<file path="src/hdl/ccf_pkg.sv">
package ccf_pkg;
   localparam int DEF_MAX_POINTS  = 256;
   localparam int DEF_COORD_BITS  = 16;
   // csr register byte addresses
   localparam logic [2:0] ADDR_LENGTH_LIMIT = 3'd0;
   localparam int CSR_ADDR_BITS = 3;
   localparam int LIMIT_RESET   = 1024;
endpackage

</file>
<file path="src/hdl/ccf_sqrt.sv">
module ccf_sqrt #(
   parameter int W = 34
) (
   input  logic            clock,
   input  logic            reset,
   input  logic            start,
   input  logic [W-1:0]    value,
   output logic            done,
   output logic [W/2-1:0]  root
);
   import ccf_pkg::*;

   logic [W-1:0] v_ff, v_in;
   logic [W-1:0] root_ff, root_in;
   logic [W-1:0] bit_ff, bit_in;
   logic         busy_ff, busy_in;
   logic         done_ff, done_in;
   logic [W-1:0] trial;

   // two radicand bits per cycle
   always_comb begin
      trial   = root_ff + bit_ff;
      v_in    = v_ff;
      root_in = root_ff;
      bit_in  = bit_ff;
      busy_in = busy_ff;
      done_in = 1'b0;
      if (start) begin
         v_in    = value;
         root_in = '0;
         bit_in  = W'(1) << (W - 2);
         busy_in = 1'b1;
      end else if (busy_ff) begin
         if (v_ff >= trial) begin
            v_in    = v_ff - trial;
            root_in = (root_ff >> 1) + bit_ff;
         end else begin
            root_in = root_ff >> 1;
         end
         bit_in = bit_ff >> 2;
         if (bit_in == '0) begin
            busy_in = 1'b0;
            done_in = 1'b1;
         end
      end
   end

   always_ff @(posedge clock) begin
      v_ff    <= v_in;
      root_ff <= root_in;
      bit_ff  <= bit_in;
      if (reset) begin
         busy_ff <= 1'b0;
         done_ff <= 1'b0;
      end else begin
         busy_ff <= busy_in;
         done_ff <= done_in;
      end
   end

   assign done = done_ff;
   assign root = root_ff[W/2-1:0];
endmodule

</file>
<file path="config.mk">
export PLATFORM = sky130hd
export DESIGN_NAME = ccf_sqrt
export DESIGN_NICKNAME = d
export VERILOG_FILES = /design/src/hdl/ccf_pkg.sv /design/src/hdl/ccf_sqrt.sv
export SDC_FILE = /design/constraint.sdc
export NUM_CORES = 1
export LEC_CHECK = 0
export BUFFER_PORTS_ARGS = -buffer_cell sky130_fd_sc_hd__buf_4
export CAP_MARGIN = 0
export CORE_ASPECT_RATIO = 1.75
export CORE_MARGIN = 3
export CORE_UTILIZATION = 65
export DETAILED_ROUTE_END_ITERATION = 16
export PLACE_DENSITY = 0.84
export REMOVE_ABC_BUFFERS = 1
export SYNTH_ARGS = -nofsm -noshare
export SYNTH_HDL_FRONTEND = slang
export SYNTH_SLANG_ARGS = --single-unit
</file>
<file path="constraint.sdc">
create_clock -name clock -period 13.9 [get_ports clock]
set_clock_uncertainty 0.15 [all_clocks]
set_input_delay 2.085 -clock clock [delete_from_list [all_inputs] [get_ports clock]]
set_output_delay 2.085 -clock clock [all_outputs]
set_load 0.01 [all_outputs]
</file>
# After elaboration in Yosys (flattened, before gate mapping)
# Index checks and enable logic that the tools add are counted.
totals:
  register_bits: 87
  out_inout_bits: 18
classes:
  mux: 8
  n_reduce_logical: 5
  bitwise_logic: 1
  add_sub_neg: 3
  n_lt_le_gt_ge: 1
op_table:
  columns: ["op", "n"]
  rows:
  - ["34-bit two-way mux", 4]
  - ["33-bit by 33-bit adder with 34-bit output", 1]
  - ["34-bit by 33-bit adder with 34-bit output", 1]
  - ["34-bit >= comparator", 1]
  - ["34-bit logical NOT", 1]
  - ["34-bit subtractor", 1]
  - ["1-bit two-way mux", 4]
  - ["2-bit nonzero test", 2]
  - ["3-bit OR reduction", 1]
  - ["2-bit AND reduction", 1]
  - ["1-bit inverter", 1]

# Depth between registers and ports, before layout
# Gate-level depths: netlist (run 1).
depth:
  depth_word: 5
  mapped_depth: 23
  ltp_nobuf: 19

# Least setup slack after synthesis (run 1)
# No wires, ideal clock.
synth_path:
  kind: "register to register"
  from: "reg root_ff[2]"
  to: "reg v_ff[0], enable pin"
  period_less_slack_ps: 7403
  arrival_time_ps: 6781
  setup_ps: 472
  setup_slack_ps: 6497
  path_stages_with_launch: 21
  path_buffers: 4
  path_cell_list: "dfxtp_1 > ha_1 > a31oi_1 > o21bai_1 > a21oi_1 > o31ai_1 > a31o_2 > o41ai_1 > o21ai_0 > xnor2_1 > ha_1 > clkbuf_1 > nand4_1 > nor3_1 > and3_1 > a221oi_4 > and2_1 > buf_4 > buf_6 > buf_4 > o21ai_0"
synth_between:
  elab_chain_cells: 4
synth_rtl:
  columns: ["element", "line", "rtl"]
  rows:
  - ["from (decl)", "ccf_sqrt.sv:14", "logic [W-1:0] root_ff, root_in;"]
  - ["from (signal assigned)", "ccf_sqrt.sv:50", "root_ff <= root_in;"]
  - ["34-bit by 33-bit adder with 34-bit output", "ccf_sqrt.sv:22", "trial = root_ff + bit_ff;"]
  - ["34-bit >= comparator", "ccf_sqrt.sv:34", "if (v_ff >= trial) begin"]
  - ["2-bit nonzero test (no source line)", null, null]
  - ["2-bit AND reduction (no source line)", null, null]
  - ["to (signal assigned)", "ccf_sqrt.sv:49", "v_ff <= v_in;"]
  - ["to (decl)", "ccf_sqrt.sv:13", "logic [W-1:0] v_ff, v_in;"]
# No other way between the ends.
# A chain may end at the register's enable or synchronous reset.

# Worst setup path in the final report (run 1)
layout_path:
  from: "reg root_ff[2]"
  to: "reg v_ff[17], enable pin"
# The elaborated chain is that of the path after synthesis.

==> results of run 1 <==
==> critical path, delay by kind of cell (launching register included) <==
family	cells	cell delay [ns]
compound gates	9	3.09
simple gates	4	1.34
fa+ha+maj	2	0.76
flops	1	0.44
buf+inv	1	0.33
xor+xnor	1	0.17
==> path summary, 6_finish.rpt <==
check / endpoint / slack [ns] / cells past startpoint
worst max-delay path: v_ff[17] / 7.21 / 17
worst min register to register: root_ff[0] / 0.41 / 2
worst min-delay path: root_ff[0] / 0.41 / 2
worst max register to register: v_ff[17] / 7.21 / 17
==> power by group <==
group	internal [mW]	switching, mW	total, mW
clock network	0.138	0.109	0.247
logic	0.308	0.465	0.773
registers	0.337	0.0512	0.388
total	0.784	0.625	1.41
==> sequential cells by signal, summed over array words and instances (netlist names) <==
signal and count:
done 1, busy_ff 1, root_ff 34, v_ff 34, bit_ff 17
==> routing by layer <==
| layer | vias to the layer above | GRT usage, % | share of wire, % |
|---|---|---|---|
| li1 | 3627 | - | - |
| met4 | 0 | 17.7 | 5.5 |
| met1 | 3436 | 37.4 | 39 |
| met3 | 90 | 4.22 | 4.3 |
| met2 | 255 | 55.4 | 51 |
| met5 | - | 0 | 0 |
==> cells by family (layout without fill, tap and decap cells) <==
| kind of cell | count (synthesis) | in the layout | share of synthesized area (%) |
|---|---|---|---|
| buffers and inverters | 87 | 91 | 5.36 |
| and+or+nand+nor | 309 | 309 | 18.5 |
| muxes | 26 | 26 | 3.36 |
| DFF | 87 | 87 | 26.4 |
| AOI/OAI and AO/OA | 321 | 321 | 27.5 |
| adders and majority gates | 71 | 71 | 11.4 |
| xor gates and xnor gates | 68 | 68 | 7.55 |
==> cell usage after synthesis, types with 7 or more instances <==
cell type / number
nor2_1: 88
a31oi_1: 36
nor4_1: 9
o21bai_1: 16
and3_1: 8
inv_1: 16
o31ai_1: 13
nand4_1: 16
a31o_2: 7
dfxtp_1: 53
or3_1: 16
clkbuf_1: 44
nor3_1: 23
edfxtp_1: 34
ha_1: 70
xor2_1: 34
nand3_1: 18
a21oi_1: 63
o21ai_0: 65
nand2_1: 97
a21boi_0: 9
nor2b_1: 8
buf_4: 19
a211oi_1: 21
mux2i_1: 22
xnor2_1: 34
a21o_1: 28
==> layout make-up <==
| cell class | count | share of cell area (%) |
|---|---|---|
| multi-input combinational | 795 | 63.9 |
| sequential | 87 | 24.7 |
| timing repair buffer | 58 | 5.16 |
| clock buffer | 13 | 3.22 |
| tap | 135 | 2.00 |
| inverter | 17 | 0.756 |
| clock inverter | 3 | 0.267 |
==> through the flow <==
step / std cells / hold slack [ns]
final: 1108 / 0.408
after global routing: 1108 / 0.451
after CTS: 1108 / 0.407
after detailed placement: 1092 / 0.401
after global placement: 1092 / 0.371
after floorplan: 899 / 0.343
==> impl_metrics.ini, run 1 <==
[final_layout]
multi_input_area_sq_mm = 0.00540
area_delta_synth_final_pct = 6.99
drive_gt1_share_pct = 10.7
seq_area_sq_mm = 0.00208
fillers = 955
final_area_sq_mm = 0.00844
final_common_cell = nand2_1
utilization_pct = 72.1
num_antenna_cells = 0
final_nets = 1076
mostFrequentLayoutCells = nand2_1 (97), nor2_1 (88), ha_1 (70)

[routing]
routed_via_density = 6.69
drc = 0
via_count = 7408
firstDrtPassIters = 5
routedWlPerCell_um = 19.0
drt_iter0_markers = 452
wirelength_um = 21100
antenna_left = 0

[synthesis]
synth_area_leaders = dfxtp_1 (13%), edfxtp_1 (13%), ha_1 (11%)
synth_top_area_share_pct = 13.4
synth_top_area_cell = dfxtp_1
syn_inst = 969
yosys.cell_types.count = 71
synthArstFlopShare_pct = 0
synth_seq_cells = 87
syn_area_sq_mm = 0.00789
synth-edff-count = 34
yosys_warnings = 0
avgSynthCellArea_sq_um = 8.14
ys_seq_area_share_pct = 26.4
ys.flop_type = dfxtp_1

[sta]
drv_slew = 0
min_period_ns = 6.69
fmax_ghz = 0.149
fin_ws_ns = 7.21
rsz0062_at_grt = false
finalSetupViolations = 0
finalHoldViolCount = 0
fin_crit_sh_pct = 48.2
tns_ns = 0
worstMarginPinSlew_ns = 1.22
relSlewSlack_pct = 18.6

[pwr]
ir_worst_vdd_mv = 0.112
powerDensity_mw_per_mm2 = 167
power.leakage_nw = 3.29
p_total_mw = 1.41

[status]
outcome = finished, final reports clean

[place]
port-buffer-count = 54
placed_area_sq_mm = 0.00815
hpwl_um = 15500
preCtsSetupSlack_ns = 7.28
gp_congestion = 0.983

[clock_network]
cts_buffer_depth = 2
ctsResizeCount = 0
cts_setup_buffers = 0
root_buffer = clkbuf_16
cts_hold_buf = 0
clk_latency_ns = 0.35
clkTransAtPathRegs_ns = 0.06
cts_tree = built
cts_sinks = 87
numCtsBuffers = 9
h-tree-depth = 3

[floorplanning]
std_cell_rows = 52
start_util_pct = 67.4
die_h_um = 152
chipWidth_um = 89.3
io_pins = 55
core_area_sq_mm = 0.0117
dieArea_sq_mm = 0.0136

[job]
drv_cap = 0

[worst_setup_path]
crit_slowest_cell = o21ai_4
start_kind = flip-flop
startpoint = root_ff[2]
crit_type = flip-flop to flip-flop
arrival_ns = 6.51
worstPathRequired_ns = 13.71
slowest_delay_ns = 0.93
crit_chain = ha_1, a31oi_1, o21bai_1, a21oi_1, o31ai_1, a31o_2, o41ai_1, o21ai_0, xnor2_1, ha_1, nand4_1, nor3_1, and3_1, a221oi_4, and2_1, buf_4, o21ai_4
cpMostUsedCell = ha_1
end_kind = flip-flop
cp_max_fo = 34
r2r-start = root_ff[2]

[grt]
grt_max_degree = 73
grt_pass1_vias = 7086
grt.total_usage_pct = 32.1
grt-ovfl-total = 0
antenna_found_initial = 0
grt_pass1_wl_um = 34200

[hold_path]
hp-start = root_ff[0]
hp-class = flip-flop to flip-flop
Power figures use the tool's default switching activity.
==> inputs of run 2 (changes only) <==
CORE_UTILIZATION = 62   (was 65)
PLACE_DENSITY = 0.81   (was 0.84)
clock period = 6.2 ns   (was 13.9 ns; I/O delays follow)
==> run 2 against run 1 <==
  * Hold slack got worse by 0.0054 ns
  * Clock power up 110%
  * Critical path depth is 2 higher
  * Register-to-register slack worse by 6.8 ns
  * Non-clock buffer count rose by 6
  * Core utilization is 2.2 points lower
==> impl_metrics.ini, run 2 (synthesized netlist as in run 1, its figures left out) <==
[clock_network]
numCtsBuffers = 9
cts_setup_buffers = 0
clkTransAtPathRegs_ns = 0.07
cts_buffer_depth = 2
cts_tree = built
clk_latency_ns = 0.35
root_buffer = clkbuf_16
ctsResizeCount = 0
cts_hold_buf = 0
cts_sinks = 87
h-tree-depth = 3

[final_layout]
area_delta_synth_final_pct = 8.05
final_common_cell = nand2_1
mostFrequentLayoutCells = nand2_1 (97), nor2_1 (88), ha_1 (70)
drive_gt1_share_pct = 11.5
num_antenna_cells = 0
final_area_sq_mm = 0.00853
top_regs = root_ff x34, v_ff x34, bit_ff x17
final_nets = 1083

[grt]
grt-ovfl-total = 0
grt_pass1_vias = 7230
antenna_found_initial = 0
grt.total_usage_pct = 30.1
grt_pass1_wl_um = 34600
grt_max_degree = 92

[pwr]
power_frac_clock_pct = 16.6
power_frac_comb_pct = 55.9
power.internal_mw = 1.73
ir_worst_vdd_mv = 0.233
powerDensity_mw_per_mm2 = 367
seq_power_share_pct = 27.5
p_total_mw = 3.13
p_sw_share_pct = 44.9
power.leakage_nw = 3.32
p_switching_mw = 1.41

[floorplanning]
chipWidth_um = 91.3
core_area_sq_mm = 0.0122
std_cell_rows = 53
start_util_pct = 64.7
dieArea_sq_mm = 0.0142
io_pins = 55
die_h_um = 155

[sta]
fmax_ghz = 0.174
relSlewSlack_pct = 40.5
rsz0062_at_grt = false
fin_crit_sh_pct = 92.8
worstMarginPinSlew_ns = 0.887
finalSetupViolations = 0
drv_slew = 0
min_period_ns = 5.75
finalHoldViolCount = 0
tns_ns = 0

[routing]
firstDrtPassIters = 5
routedWlPerCell_um = 18.6
drt_iter0_markers = 456
routed_via_density = 6.44
drc = 0
wirelength_um = 21300
antenna_left = 0
via_count = 7362

[worst_setup_path]
crit_type = flip-flop to flip-flop
worstPathRequired_ns = 6.29
start_kind = flip-flop
end_kind = flip-flop
cp_max_fo = 35
arrival_ns = 5.85

[status]
outcome = finished, final reports clean

[job]
drv_cap = 0

[place]
port-buffer-count = 54
placed_area_sq_mm = 0.00823
gp_congestion = 0.985
hpwl_um = 15700

[hold_path]
hp-class = flip-flop to flip-flop
## run 2: worst max-delay path, stage by stage (launching register included)
cell and delay [ns]:
dfxtp_1 0.41, ha_1 0.43, nand4_1 0.11, o21ai_0 0.29
a211oi_1 0.18, o31ai_1 0.36, a31oi_1 0.20, a211oi_1 0.42
nand2_1 0.12, xor2_1 0.16, ha_1 0.39, a21o_1 0.19
a21o_1 0.19, a41oi_1 0.17, o21ai_0 0.22, a221oi_4 0.34
and2_1 0.38, buf_4 0.42, o22ai_1 0.16, a2111oi_2 0.34
## run 2: area by class of cell
class / count / area (sq um)
clock buffer: 9 / 225
clock inverter: 6 / 46.3
fill: 1085 / 3670
inverter: 17 / 63.8
multi-input combinational: 796 / 5420
sequential: 87 / 2080
tap: 165 / 206
timing repair buffer: 64 / 480
## run 2: power groups by stage
| stage | logic [mW] | clock network [mW] | registers [mW] |
|---|---|---|---|
| 2_1_floorplan | 1.27 | 0 | 0.853 |
| 3_3_place_gp | 1.70 | 0 | 0.871 |
| 3_5_place_dp | 1.70 | 0 | 0.873 |
| 4_1_cts | 1.72 | 0.526 | 0.861 |
| 5_1_grt | 1.93 | 0.547 | 0.874 |
| 6_report | 1.75 | 0.519 | 0.861 |
## run 2: worst paths after layout
kind	start	depth (start not counted)	end	slack, ns
worst max-delay path	root_ff[6]	19	root_ff[10]	0.45
worst min-delay path	root_ff[0]	2	root_ff[0]	0.40
worst max register to register	root_ff[6]	19	root_ff[10]	0.45
worst min register to register	root_ff[0]	2	root_ff[0]	0.40
## run 2: layer usage
metal | global-route usage [%] | part of all wire, % | vias up
met5 | 0 | 0 | -
met4 | 17.8 | 4.7 | 0
met3 | 3.68 | 4.0 | 56
met2 | 56.4 | 53 | 213
met1 | 31.8 | 38 | 3439
li1 | - | - | 3654
## run 2: stage by stage
step	cells	hold slack, ns	setup WS (ns)	util, %
after detailed placement	1128	0.396	0.338	67.5
after floorplan	899	0.343	-1.14	-
final	1144	0.403	0.448	69.9
after global placement	1128	0.371	0.574	67.5
after global routing	1144	0.448	0.114	69.9
after CTS	1143	0.407	0.306	69.7
==> inputs of run 3 (changes only) <==
REMOVE_ABC_BUFFERS = default   (was 1)
==> run 3 against run 2 <==
  * Wire length fell by 1.8%
  * Count of clock-buffer cells in the layout rose by 2
  * Power rose by 0.91%
  * First-iteration DRC count rose by 4.2%
  * Fmax rose by 0.33%
  * Highest routed layer unchanged
  * Critical path depth fell by 1
  * Combinational power barely moved
  * Sequential share of layout area did not move
  * Via count rose by 0.39%
  * Die area did not move
  * Non-clock buffer count fell by 3
  * Critical endpoint is now root_ff[20]
==> impl_metrics.ini, run 3 (synthesized netlist as in run 1, its figures left out) <==
[final_layout]
drive_gt1_share_pct = 11.1
mostFrequentLayoutCells = nand2_1 (97), nor2_1 (88), ha_1 (70)
fillers = 1061
multi_input_area_sq_mm = 0.00541
area_delta_synth_final_pct = 8.05
num_antenna_cells = 0
final_common_cell = nand2_1
final_nets = 1079
seq_area_sq_mm = 0.00208
top_regs = root_ff x34, v_ff x34, bit_ff x17

[worst_setup_path]
arrival_ns = 5.82
end_kind = flip-flop
ff2ff_path_depth = 18
reg2reg_to = root_ff[20]
r2r-start = root_ff[6]
crit_slowest_cell = a221oi_4
worstPathRequired_ns = 6.29
slowest_delay_ns = 0.67
start_kind = flip-flop
crit_chain = ha_1, nand4_1, o21ai_0, a211oi_1, o31ai_1, a31oi_1, a211oi_1, nand2_1, xor2_1, ha_1, a21o_1, a21o_1, a41oi_1, o21ai_0, a221oi_4, nand2_2, nor3_1, and4bb_2
crit_type = flip-flop to flip-flop
startpoint = root_ff[6]
reg2reg_setup_slack_ns = 0.47
cp_max_fo = 19
endpoint = root_ff[20]

[sta]
tns_ns = 0
relSlewSlack_pct = 44.2
drv_slew = 0
fin_ws_ns = 0.467
worstMarginPinSlew_ns = 0.838
finalHoldViolCount = 0
rsz0062_at_grt = false
fmax_ghz = 0.174
fin_crit_sh_pct = 92.5
finalSetupViolations = 0
min_period_ns = 5.73

[place]
preCtsSetupSlack_ns = 0.482
gp_congestion = 0.962
port-buffer-count = 54
hpwl_um = 15200

[floorplanning]
core_area_sq_mm = 0.0122
io_pins = 55
start_util_pct = 64.7
std_cell_rows = 53
chipWidth_um = 91.3
dieArea_sq_mm = 0.0142
die_h_um = 155

[synthesis]
syn_nets = 1077

[routing]
wl_met3_um = 960
routed_via_density = 6.48
routedWlPerCell_um = 18.3
drc = 0
wirelength_um = 20900
wirelength_met1_um = 8270
met2_length_um = 10600
drt_iter0_markers = 475
antenna_left = 0
firstDrtPassIters = 5
via_count = 7391
top_layer_used = met4

[status]
outcome = finished, final reports clean

[grt]
grt_max_degree = 74
grt-ovfl-total = 0
antenna_found_initial = 0
grt_pass1_wl_um = 33600
grt_pass1_vias = 6948
grt.total_usage_pct = 29.3

[clock_network]
numCtsBuffers = 9
clk_latency_ns = 0.35
root_buffer = clkbuf_16
cts_sinks = 87
cts_buffer_depth = 2
h-tree-depth = 3
cts_hold_buf = 0
cts_tree = built
clkTransAtPathRegs_ns = 0.07
ctsResizeCount = 0
cts_setup_buffers = 0

[pwr]
ir_worst_vdd_mv = 0.161
powerDensity_mw_per_mm2 = 371
power.leakage_nw = 3.31
p_total_mw = 3.16

[hold_path]
hold_depth = 2
hp-class = flip-flop to flip-flop

[job]
drv_cap = 0
==> run 3: cell type report <==
class | instances | share of cell area, %
inverters | 17 | 0.748
clock inverters | 4 | 0.631
multi-input cells | 795 | 63.4
flip-flops and latches | 87 | 24.4
repair buffers | 61 | 5.52
clock buffers | 11 | 2.85
well taps | 165 | 2.42
==> run 3: power by group <==
part           switching (mW)  total (mW)  internal [mW]
Combinational            1.03        1.73          0.704
Sequential              0.111       0.866          0.755
Clock                   0.240       0.564          0.324
Total                    1.38        3.16           1.78
==> run 3: worst max-delay path: cells and delay by family (launching register included) <==
kind                     cells  cell delay [ns]
XOR/XNOR                     1             0.16
adder cells (fa/ha/maj)      2             0.80
flip-flops                   1             0.40
AO/OA/AOI/OAI               10             2.88
AND/OR/NAND/NOR              5             1.20
==> run 3: metal layers <==
| metal | track usage, % | up-vias |
|---|---|---|
| li1 | - | 3629 |
| met1 | 33.5 | 3433 |
| met2 | 51.8 | 237 |
| met3 | 4.06 | 92 |
| met4 | 16.5 | 0 |
| met5 | 0 | - |
==> run 3: worst min path at each step <==
stage | startpoint | endpoint
after floorplan | bit_ff[0] | bit_ff[0]
final | root_ff[0] | root_ff[0]
after detailed placement | bit_ff[0] | bit_ff[0]
after global routing | bit_ff[0] | bit_ff[0]
after CTS | root_ff[0] | root_ff[0]
after global placement | bit_ff[0] | bit_ff[0]
==> run 3: stage by stage <==
step	util (%)	hold slack, ns	cells	area [sq um]
floorplan	-	0.342	969	7900
global placement	67.4	0.361	1125	8220
detailed placement	67.4	0.382	1125	8220
CTS	69.8	0.399	1140	8520
global route	69.9	0.421	1140	8530
finish	69.9	0.398	1140	8530
