`src/hdl/ccf_pkg.sv`:
```
package ccf_pkg;
   localparam int DEF_MAX_POINTS  = 256;
   localparam int DEF_COORD_BITS  = 16;
   // csr register byte addresses
   localparam logic [2:0] ADDR_LENGTH_LIMIT = 3'd0;
   localparam int CSR_ADDR_BITS = 3;
   localparam int LIMIT_RESET   = 1024;
endpackage

```
`src/hdl/ccf_div.sv`:
```
module ccf_div #(
   parameter int SW = 25,
   parameter int CW = 9
) (
   input  logic          clock,
   input  logic          reset,
   input  logic          start,
   input  logic [SW-1:0] dividend,
   input  logic [CW-1:0] divisor,
   output logic          done,
   output logic [SW-1:0] quotient
);
   import ccf_pkg::*;

   localparam int NW = $clog2(SW + 1);

   logic [CW-1:0] rem_ff, rem_in;
   logic [SW-1:0] quo_ff, quo_in;
   logic [NW-1:0] cnt_ff, cnt_in;
   logic          busy_ff, busy_in;
   logic          done_ff, done_in;
   logic [CW:0]   rem_sh;
   logic          fits;

   // one quotient bit per cycle, restoring
   always_comb begin
      rem_sh  = {rem_ff, quo_ff[SW-1]};
      fits    = rem_sh >= {1'b0, divisor};
      rem_in  = rem_ff;
      quo_in  = quo_ff;
      cnt_in  = cnt_ff;
      busy_in = busy_ff;
      done_in = 1'b0;
      if (start) begin
         rem_in  = '0;
         quo_in  = dividend;
         cnt_in  = '0;
         busy_in = 1'b1;
      end else if (busy_ff) begin
         rem_in = fits ? CW'(rem_sh - {1'b0, divisor}) : rem_sh[CW-1:0];
         quo_in = {quo_ff[SW-2:0], fits};
         cnt_in = cnt_ff + 1'b1;
         if (cnt_ff == NW'(SW - 1)) begin
            busy_in = 1'b0;
            done_in = 1'b1;
         end
      end
   end

   always_ff @(posedge clock) begin
      rem_ff <= rem_in;
      quo_ff <= quo_in;
      cnt_ff <= cnt_in;
      if (reset) begin
         busy_ff <= 1'b0;
         done_ff <= 1'b0;
      end else begin
         busy_ff <= busy_in;
         done_ff <= done_in;
      end
   end

   assign done     = done_ff;
   assign quotient = quo_ff;
endmodule

```
`config.mk`:
```
export PLATFORM = sky130hd
export DESIGN_NAME = ccf_div
export DESIGN_NICKNAME = d
export VERILOG_FILES = /design/src/hdl/ccf_pkg.sv /design/src/hdl/ccf_div.sv
export SDC_FILE = /design/constraint.sdc
export NUM_CORES = 1
export LEC_CHECK = 0
export ABC_CLOCK_PERIOD_IN_PS = 2900
export BUFFER_PORTS_ARGS = -buffer_cell sky130_fd_sc_hd__buf_2
export CORE_MARGIN = 5
export CORE_UTILIZATION = 40
export DETAILED_ROUTE_END_ITERATION = 12
export PLACE_DENSITY = 0.72
export SYNTH_ARGS = -nofsm -noshare
export SYNTH_HDL_FRONTEND = slang
export SYNTH_SLANG_ARGS = --single-unit
```
`constraint.sdc`:
```
create_clock -name clock -period 2.9 [get_ports clock]
set_input_delay 0.29 -clock clock [delete_from_list [all_inputs] [get_ports clock]]
set_output_delay 0.29 -clock clock [all_outputs]
set_load 0.02 [all_outputs]
```
[Yosys cells after proc, flatten, opt, wreduce, memory -nomap -nowiden]
Cells that the tools add are included.
Word-level totals
  input bits: 37
  register bits after elaboration: 41
Operators by class
  eq/ne operators: 1
  mux-type cells: 7
  bitwise logic cells: 1
  add/sub/neg operators: 2
  magnitude comparators: 1
  reduce and logical (&&, ||, !) cells: 2
Operator list (number)
  $mux W25: 2
  $ge A10 B9 Y1: 1
  $mux W9: 1
  $sub A9 B9 Y9: 1
  $add A5 B1 Y5 const B: 1
  $eq A5 B5 Y1 const B: 1
  $mux W1: 4
  $reduce_or A3 Y1: 1
  $reduce_bool A2 Y1: 1
  $not A1 Y1: 1

[Longest topological paths before layout]
Gate-level depths: netlist of the first run.
  depth after elaboration: 4
  mapped depth: 10
  depth with buffers taken out: 9

[Worst setup path after synthesis of the first run]
Ideal clock, no wire load.
  kind: reg2reg
  start: register quo_ff[24], in the netlist quotient[24]
  end: register rem_ff[6]
  path slack: 0.446 ns
  path buffers: 1
  stages on the path, launching flop included: 11
  setup time: 0.126 ns
  arrival time: 2.329 ns
  clock period less this slack: 2.454 ns
  path through: edfxtp_1 -> inv_1 -> ha_1 -> inv_1 -> fa_1 -> a211oi_2 -> o31ai_2 -> a211oi_4 -> buf_6 -> mux2i_1 -> o21ai_1
Between the ends
  word-level cells in the longest chain between the ends: 2
  elaborated cells on any way between the ends: 3
  classes of those cells: 1 x add/sub; 1 x order compare; 1 x mux
Ends and longest elaborated chain
  start, declared: RTL line ccf_div.sv:18  | logic [SW-1:0] quo_ff, quo_in;
  start signal, assigned: RTL line ccf_div.sv:52  | quo_ff <= quo_in;
  $sub A9 B9 Y9 / $ge A10 B9 Y1 (equally long branches): RTL line ccf_div.sv:40, ccf_div.sv:28
  $mux W9 (*): RTL line ccf_div.sv:40  | rem_in = fits ? CW'(rem_sh - {1'b0, divisor}) : rem_sh[CW-1:0];
  end signal, assigned: RTL line ccf_div.sv:51  | rem_ff <= rem_in;
  end, declared: RTL line ccf_div.sv:17  | logic [CW-1:0] rem_ff, rem_in;
Every way passes the cells marked *; elsewhere a longest branch is shown, timed or not.
A chain may end at the register's enable or synchronous reset.

[Worst setup path in the final report of the first run]
  start: register quo_ff[24], in the netlist quotient[24]
  end: register rem_ff[1]
The elaborated chain is that of the path after synthesis.

==> metrics, run 1 <==
die height 83.2 um; most used cells in the layout excluding fill and tap cells 62 x buf_2, 25 x edfxtp_1, 24 x mux2_2; fin util 0.508; asr flop ratio synth 0; Max Cap Viol 0; synthesis warning total 0; post-route ant nets 0; outcome completed; Initial Util 0.417; Worst Hold Class in -> reg; hold path endpoint busy_ff$_SDFF_PP0_; post-cts sizing count 0; maximum clock rate 410 MHz; TritonCTS clock tree built; setup TNS after final layout 0 ns; Yosys cell types 36; Setup crit end kind flop; synthesized cell area 0.00214 mm^2; post-DP HPWL 3340 um; nets@finish 294; Yosys top cell area share 0.350; Avg Synthesized Cell Area 11.9 um^2; worst vdd ir 0.251 mV; clk_lat worst skew 0.28 ns; Startpoint Class flop; clock-pin slew on the worst setup and hold paths 0.07 ns; R2R Setup Slk 0.46 ns; CORE AREA 0.00514 mm^2; Fin. Hold Viols 0; grt total ovfl 0; Total Routing Usage GR 0.135; commonest non-fill, non-tap cell in the layout buf_2; Worst Setup Path Type reg -> reg; crit path DAT 2.60 ns; I/O pin count 63; worst hold stages 2; antenna violations before repair 0; Clock Tree Buf Depth 2; RSZ-0062 raised after global routing no; Clock Skews 0.00223 ns; die area 0.00692 mm^2; Core Rows 26; Max H-tree Level 2; non-filler instance count after layout 316; CTS sink count 41; worst r2r src quotient[24]$_DFFE_PP_; slew margin rel. 0.356; worst endpoint required time 3.05 ns; 1st-iter DRT viols 92; worst-path fanout max 15; Placer Congestion 0.789; Synth area leaders edfxtp_1 35%, dfxtp_1 15%, mux2_2 13%, ha_1 6.4%, xor2_1 2.9%; via count 1558; final setup fails 0; drt drc 0; number of I/O port buffers 62; largest net degree at the start of global routing 34; Setup Buffers After CTS 0; number of CTS-inserted buffers 5; Routed WL 4440 um; number of synthesized register bits 41; DRT Pass-1 Iters 4; Post-CTS Hold Fix Bufs 0; R2R depth 10; cell taking the most area after synthesis edfxtp_1; PwrDens 492 mW/mm^2; crit path from quotient[24]$_DFFE_PP_; register area share after synthesis 0.500; DP Cell Count 308; Syn Nets 229; fin. max-slew vios 0; Worst-Margin Slew 0.965 ns; share of cells above drive strength 1 0.394; final worst-path cycle share 0.842; Period minus WS final 2.44 ns; ant diodes 0; Area Growth Syn to Fin 21.8%; vias per cell 4.93; Min Hold Slack 0.173 ns; Post-synth EDFFs 25; worst flop-to-flop path endpoint rem_ff[1]$_SDFFE_PP0P_; first-pass GRT wire length 7800 um; Cells after Synth 180; vias in the first global route 1606; dominant synthesized flop cell edfxtp_1; Clock Tree Root clkbuf_8; die span in x 83.2 um; hold_sp reset; routed length per placed instance 14.0 um; Lkg Pwr 1.16 nW
-- sequential cells by signal (all words and copies together), names as in the netlist --
name,cells
quotient,25
rem_ff,9
cnt_ff,5
busy_ff,1
done,1
-- worst max-delay path by stage --
stage	slack, ns	cells after the start	end
2_1_floorplan	0.45	10	rem_ff[6]$_SDFFE_PP0P_
3_3_place_gp	0.59	10	rem_ff[0]$_SDFFE_PP0P_
3_5_place_dp	0.46	10	rem_ff[1]$_SDFFE_PP0P_
4_1_cts	0.45	10	rem_ff[1]$_SDFFE_PP0P_
5_1_grt	0.20	10	rem_ff[1]$_SDFFE_PP0P_
6_report	0.46	10	rem_ff[1]$_SDFFE_PP0P_
-- synth_stat cells, drive strengths merged, types with 2 or more instances --
master	count
a32oi	3
o21ai	6
a21o	2
mux2	24
clkbuf	6
dfxtp	16
a211oi	2
edfxtp	25
mux2i	6
nand2b	3
nand3	4
a21oi	4
inv	14
ha	11
nand4	3
o31ai	5
xnor2	3
xor2	7
nor3	2
nor2b	3
nor2	10
o311ai	2
nand2	9
-- report_power, final --
group / switching [mW] / internal (mW) / total (mW)
clock network: 0.178 / 0.167 / 0.346
registers: 0.0262 / 0.672 / 0.698
logic: 0.135 / 0.105 / 0.240
total: 0.339 / 0.944 / 1.28
-- worst max-delay path, cell delays in order (launching register included) --
cell	delay [ns]
edfxtp_1	0.39
inv_1	0.09
ha_1	0.16
inv_1	0.05
fa_1	0.41
a211oi_2	0.26
o31ai_2	0.15
a211oi_4	0.25
buf_4	0.24
mux2i_1	0.21
o21ai_0	0.10
-- per-stage QoR --
stage / power (mW) / instance area [um^2] / setup slack, ns
4_1_cts: 1.30 / 2610 / 0.455
3_5_place_dp: 0.953 / 2530 / 0.465
2_1_floorplan: 0.865 / 2140 / 0.446
3_3_place_gp: 0.949 / 2530 / 0.587
5_1_grt: 1.35 / 2610 / 0.196
6_report: 1.28 / 2610 / 0.458
-- cells by family (layout without fill, tap and decap cells) --
logic type	count (synthesis)	in the layout	share of synthesized area
flops	41	41	0.500
simple gates	38	38	0.0882
mux	30	30	0.154
compound gates	28	28	0.103
buf+inv	21	87	0.0403
fa+ha+maj	12	12	0.0736
xor+xnor	10	10	0.0409
-- per-layer routing --
| metal | vias up | GRT usage | routed length (um) |
|---|---|---|---|
| met4 | 0 | 0.0357 | 47 |
| met3 | 7 | 0.0376 | 255 |
| met1 | 709 | 0.185 | 2060 |
| met2 | 48 | 0.210 | 2070 |
| met5 | - | 0 | 0 |
| li1 | 794 | - | - |
-- final cells by class --
cell class	instances	area, um^2
repair buffers	65	333
fillers	488	2530
multi-input cells	118	985
inverters	14	52.6
flip-flops and latches	41	1070
clock buffers	7	76.3
well taps	70	87.6
clock inverters	1	3.75
Note: power is estimated with default switching activity, not from simulation.
==> run 2: changes to the inputs <==
ABC_AREA = 1   (was default)
ABC_CLOCK_PERIOD_IN_PS = 2200   (was 2900)
PLACE_DENSITY = 0.74   (was 0.72)
clock period = 2.2 ns   (was 2.9 ns; I/O delays follow)
==> metrics, run 2 <==
fin. max-slew vios 0; Clock Tree Buf Depth 2; synthesis warning total 0; post-route ant nets 0; layout filler cell count 563; R2R Setup Slk 0.21 ns; Final Worst Setup Slack 0.209 ns; ant diodes 0; worst hold stages 2; Placer Congestion 0.813; RSZ-0062 raised after global routing no; Synth area leaders edfxtp_1 33%, nand2_1 22%, dfxtp_1 14%, ha_1 6.0%, inv_1 5.1%; Total Routing Usage GR 0.149; grt total ovfl 0; nets@finish 406; I/O pin count 63; CORE AREA 0.00551 mm^2; internal cell power 1.25 mW; maximum clock rate 502 MHz; Fin. Hold Viols 0; Avg Synthesized Cell Area 7.80 um^2; outcome completed; top-count cell post-synth nand2_1; Initial Util 0.414; final setup fails 0; hold_sp reset; Worst Hold Class in -> reg; post-DP HPWL 4090 um; max FFs per register 25; die span in x 85.5 um; commonest non-fill, non-tap cell in the layout nand2_1; Startpoint Class flop; CTS sink count 41; worst r2r src quotient[24]$_DFFE_PP_; routed length per placed instance 12.2 um; register area share after synthesis 0.470; number of CTS-inserted buffers 5; antenna violations before repair 0; Yosys cell types 27; Area Growth Syn to Fin 21.4%; largest net degree at the start of global routing 30; Max H-tree Level 2; clock power share 0.284; Lkg Pwr 1.48 nW; Period minus WS final 1.99 ns; Post-synth EDFFs 25; asr flop ratio synth 0; Max Cap Viol 0; Setup Buffers After CTS 0; slew margin rel. 0.770; worst-path fanout max 11; Clock Tree Root clkbuf_8; sequential power share 0.525; Worst Setup Path Type reg -> reg; TritonCTS clock tree built; clock-pin slew on the worst setup and hold paths 0.08 ns; Core Rows 27; Worst-Margin Slew 0.345 ns; vias per cell 4.69; cell taking the most area after synthesis edfxtp_1; drt drc 0; number of I/O port buffers 62; worst endpoint required time 2.43 ns; Yosys top cell area share 0.330; first-pass GRT wire length 8820 um; PwrDens 632 mW/mm^2; Min Hold Slack 0.119 ns; final worst-path cycle share 0.905; number of synthesized register bits 41; Commonest cells post-synth 133 x nand2_1, 31 x inv_1, 25 x edfxtp_1; share of cells above drive strength 1 0.235; most used cells in the layout excluding fill and tap cells 133 x nand2_1, 62 x buf_2, 31 x inv_1; DRT Pass-1 Iters 4; post-cts sizing count 0; worst vdd ir 0.298 mV; crit path DAT 2.22 ns; Post-CTS Hold Fix Bufs 0; 1st-iter DRT viols 75; via count 2018; DP Worst Slack 0.179 ns; hold path endpoint done$_SDFF_PP0_; setup TNS after final layout 0 ns; die height 85.5 um; worst flop-to-flop path endpoint rem_ff[5]$_SDFFE_PP0P_; Psw 0.492 mW; Routed WL 5250 um; Logic pwr share 0.191; clk_lat worst skew 0.28 ns; Clock Skews 0.00526 ns; R2R depth 13; Syn Nets 341; synthesized cell area 0.00228 mm^2; Cells after Synth 292; die area 0.00730 mm^2; dominant synthesized flop cell edfxtp_1; Sw Ratio 0.282; vias in the first global route 1961; Setup crit end kind flop
## run 2: cell types whose count changed in the layout (fill, tap and decap cells not counted), moves of 3 or more
| cell | before | now |
|---|---|---|
| nor2b_1 | 3 | 0 |
| inv_1 | 14 | 31 |
| o31ai_1 | 4 | 0 |
| nand2b_1 | 3 | 0 |
| nand2_2 | 0 | 4 |
| mux2i_1 | 6 | 0 |
| nand3_1 | 4 | 17 |
| nand3b_1 | 0 | 9 |
| nand2_1 | 9 | 133 |
| xor2_1 | 7 | 1 |
| mux2_2 | 24 | 0 |
| a32oi_1 | 3 | 0 |
## run 2: area by class of cell
class                           instances  area [um^2]  share of cell area
Clock buffer                            6         82.6              0.0299
Tap cell                               72         90.1              0.0326
Clock inverter                          2         8.76             0.00317
Multi-Input combinational cell        209         1040               0.376
Inverter                               33          124              0.0448
Sequential cell                        41         1070               0.388
Timing Repair Buffer                   67          348               0.126
## run 2: stage by stage
| stage | std cells | area (um^2) | power, mW | utilization |
|---|---|---|---|---|
| 2_1_floorplan | 292 | 2280 | 1.15 | - |
| 3_3_place_gp | 422 | 2670 | 1.26 | 0.484 |
| 3_5_place_dp | 422 | 2670 | 1.27 | 0.484 |
| 4_1_cts | 430 | 2760 | 1.77 | 0.501 |
| 5_1_grt | 430 | 2760 | 1.84 | 0.502 |
| 6_report | 430 | 2760 | 1.75 | 0.502 |
## run 2: power groups by stage
stage	Sequential, mW	Clock (mW)	Combinational, mW
5_1_grt	0.926	0.546	0.372
4_1_cts	0.919	0.511	0.337
6_report	0.917	0.495	0.334
2_1_floorplan	0.990	0	0.155
3_3_place_gp	0.934	0	0.329
3_5_place_dp	0.935	0	0.337
## run 2: worst max path at each step
stage | end | cells past startpoint | startpoint | slack [ns]
6_report | rem_ff[5]$_SDFFE_PP0P_ | 13 | quotient[24]$_DFFE_PP_ | 0.21
5_1_grt | rem_ff[5]$_SDFFE_PP0P_ | 13 | quotient[24]$_DFFE_PP_ | 0.07
4_1_cts | rem_ff[5]$_SDFFE_PP0P_ | 13 | quotient[24]$_DFFE_PP_ | 0.16
3_5_place_dp | rem_ff[5]$_SDFFE_PP0P_ | 13 | quotient[24]$_DFFE_PP_ | 0.18
3_3_place_gp | rem_ff[7]$_SDFFE_PP0P_ | 13 | quotient[24]$_DFFE_PP_ | 0.30
2_1_floorplan | quotient[0]$_DFFE_PP_ | 11 | quotient[24]$_DFFE_PP_ | 0.28
## run 2: cell families after synthesis
family                     synth area share
adders and majority gates            0.0692
and+or+nand+nor                       0.345
xor gates and xnor gates             0.0115
AOI/OAI and AO/OA                    0.0291
buffers and inverters                0.0753
DFF                                   0.470
## run 2: critical path: stages (launching register included)
cell      delay, ns
edfxtp_1       0.38
inv_1          0.09
ha_1           0.14
inv_1          0.06
fa_1           0.40
nand2_1        0.09
nand2_2        0.08
nand3_2        0.08
nand2_2        0.07
nand2_4        0.12
nand2_2        0.15
nand2_1        0.12
nand3_1        0.08
nand2_1        0.07
## run 2: routing by layer
layer,routed length [um],global-route usage,part of all wire,up-vias
met5,0,0,0,-
met4,19,0.0345,0.0036,0
met3,306,0.0417,0.058,2
met2,2690,0.263,0.51,50
met1,2240,0.179,0.43,914
li1,-,-,-,1052
==> run 3: changes to the inputs <==
ABC_AREA = 0   (was 1)
CELL_PAD_IN_SITES_DETAIL_PLACEMENT = 0   (was default)
CELL_PAD_IN_SITES_GLOBAL_PLACEMENT = 2   (was default)
CORE_UTILIZATION = 29   (was 40)
PLACE_DENSITY = 0.82   (was 0.74)
==> metrics, run 3 (synthesized netlist as in run 1, its figures left out) <==
slew margin rel. 0.633; share of cells above drive strength 1 0.457; max FFs per register 25; DP Cell Count 343; TritonCTS clock tree built; Logic pwr share 0.202; Routed WL 4690 um; vias per cell 4.51; post-DP HPWL 3440 um; final worst-path cycle share 1.05; CP max-delay cell edfxtp_1; non-filler instance count after layout 357; Clock Skews 0.00587 ns; ant diodes 0; Top Family by Delay on Critical Path compound AO/OA/AOI/OAI gates; design area 0.00284 mm^2; antenna violations before repair 0; outcome finished, violations left; routed length per placed instance 13.1 um; Setup crit end kind flop; Startpoint Class flop; clock power share 0.268; worst hold stages 2; Placer Congestion 0.707; nets@finish 306; hold path endpoint busy_ff$_SDFF_PP0_; Worst Path Buf+Inv 3; Max H-tree Level 2; crit path DAT 2.47 ns; worst path cell trace inv_2 > ha_4 > inv_2 > fa_2 > a211oi_4 > o31ai_4 > a211oi_4 > buf_12 > mux2i_1 > o21ai_1; most used cells in the layout excluding fill and tap cells 62 x buf_2, 25 x edfxtp_1, 24 x mux2_2; commonest non-fill, non-tap cell in the layout buf_2; vias in the first global route 1619; clk_lat worst skew 0.28 ns; post-route ant nets 0; CP max stage delay 0.40 ns; drt drc 0; fin util 0.393; via count 1610; Min Hold Slack 0.0986 ns; placed cell area 0.00264 mm^2; sequential power share 0.529; die span in x 95.9 um; first-pass GRT wire length 7550 um; Initial Util 0.297; Worst Hold Class in -> reg; Final Worst Setup Slack -0.106 ns; crit path from quotient[24]$_DFFE_PP_; Worst Setup Path Type reg -> reg; hold_sp reset; Clock Tree Buf Depth 2; setup TNS after final layout -0.497 ns; Total Routing Usage GR 0.105; Worst-Margin Slew 0.549 ns; maximum clock rate 434 MHz; Worst path depth 10; Fin. Hold Viols 0; failing checks setup timing; die height 95.9 um; PwrDens 612 mW/mm^2; internal cell power 1.27 mW; fin. max-slew vios 0; number of I/O port buffers 62; layout filler cell count 759; Psw 0.467 mW; Sw Ratio 0.269; final setup fails 9; Period minus WS final 2.31 ns; RSZ-0062 raised after global routing yes; R2R depth 10; 1st-iter DRT viols 66; Clock Tree Root clkbuf_8; Lkg Pwr 1.24 nW; worst flop-to-flop path endpoint rem_ff[6]$_SDFFE_PP0P_; worst vdd ir 0.459 mV; Core Rows 31; largest net degree at the start of global routing 29; worst endpoint required time 2.37 ns; die area 0.00921 mm^2; Area Growth Syn to Fin 32.4%; I/O pin count 63; grt total ovfl 0; Max Cap Viol 0; DRT Pass-1 Iters 4; number of CTS-inserted buffers 5; worst-path fanout max 7; CTS sink count 41; Overall Power 1.74 mW; DP Worst Slack -0.0948 ns; CORE AREA 0.00721 mm^2; R2R Setup Slk -0.11 ns; worst r2r src quotient[24]$_DFFE_PP_; clock-pin slew on the worst setup and hold paths 0.08 ns
[run 3: changes by cell type in the layout (fill, tap and decap cells not counted), moves of 7 or more]
cell      previous run  this run
buf_4                5        12
inv_1               31        12
mux2_2               0        24
nand2_1            133         9
nand3_1             17         3
nand3b_1             9         0
[run 3: cell type report]
cell class              count  area (um^2)  share of cell area
clock inverters             1         5.00             0.00177
clock buffers               7         76.3              0.0269
well taps                  99          124              0.0437
multi-input cells         118         1050               0.369
flip-flops and latches     41         1070               0.378
repair buffers             77          459               0.162
inverters                  14         52.6              0.0185
[run 3: repair_timing]
item,in CTS,in global routing
pin swaps,3,0
cloned,1,0
buffers inserted,5,0
setup endpoints to repair,7,10
gates resized for setup,10,2
hold buffers,0,0
[run 3: power groups by stage]
| stage | clock network, mW | registers (mW) | logic (mW) |
|---|---|---|---|
| floorplan | 0 | 0.991 | 0.155 |
| global route | 0.533 | 0.927 | 0.386 |
| CTS | 0.490 | 0.920 | 0.353 |
| finish | 0.466 | 0.918 | 0.351 |
| global placement | 0 | 0.934 | 0.339 |
| detailed placement | 0 | 0.935 | 0.337 |
[run 3: worst max path at each step]
stage / endpoint / slack (ns)
floorplan: rem_ff[6]$_SDFFE_PP0P_ / -0.20
global placement: rem_ff[2]$_SDFFE_PP0P_ / -0.01
detailed placement: rem_ff[6]$_SDFFE_PP0P_ / -0.09
CTS: rem_ff[6]$_SDFFE_PP0P_ / -0.08
global route: rem_ff[6]$_SDFFE_PP0P_ / -0.20
finish: rem_ff[6]$_SDFFE_PP0P_ / -0.11
[run 3: layer usage]
metal | share of wire | GRT usage
met1 | 0.46 | 0.143
met2 | 0.44 | 0.151
met3 | 0.082 | 0.0438
met4 | 0.014 | 0.0320
met5 | 0 | 0
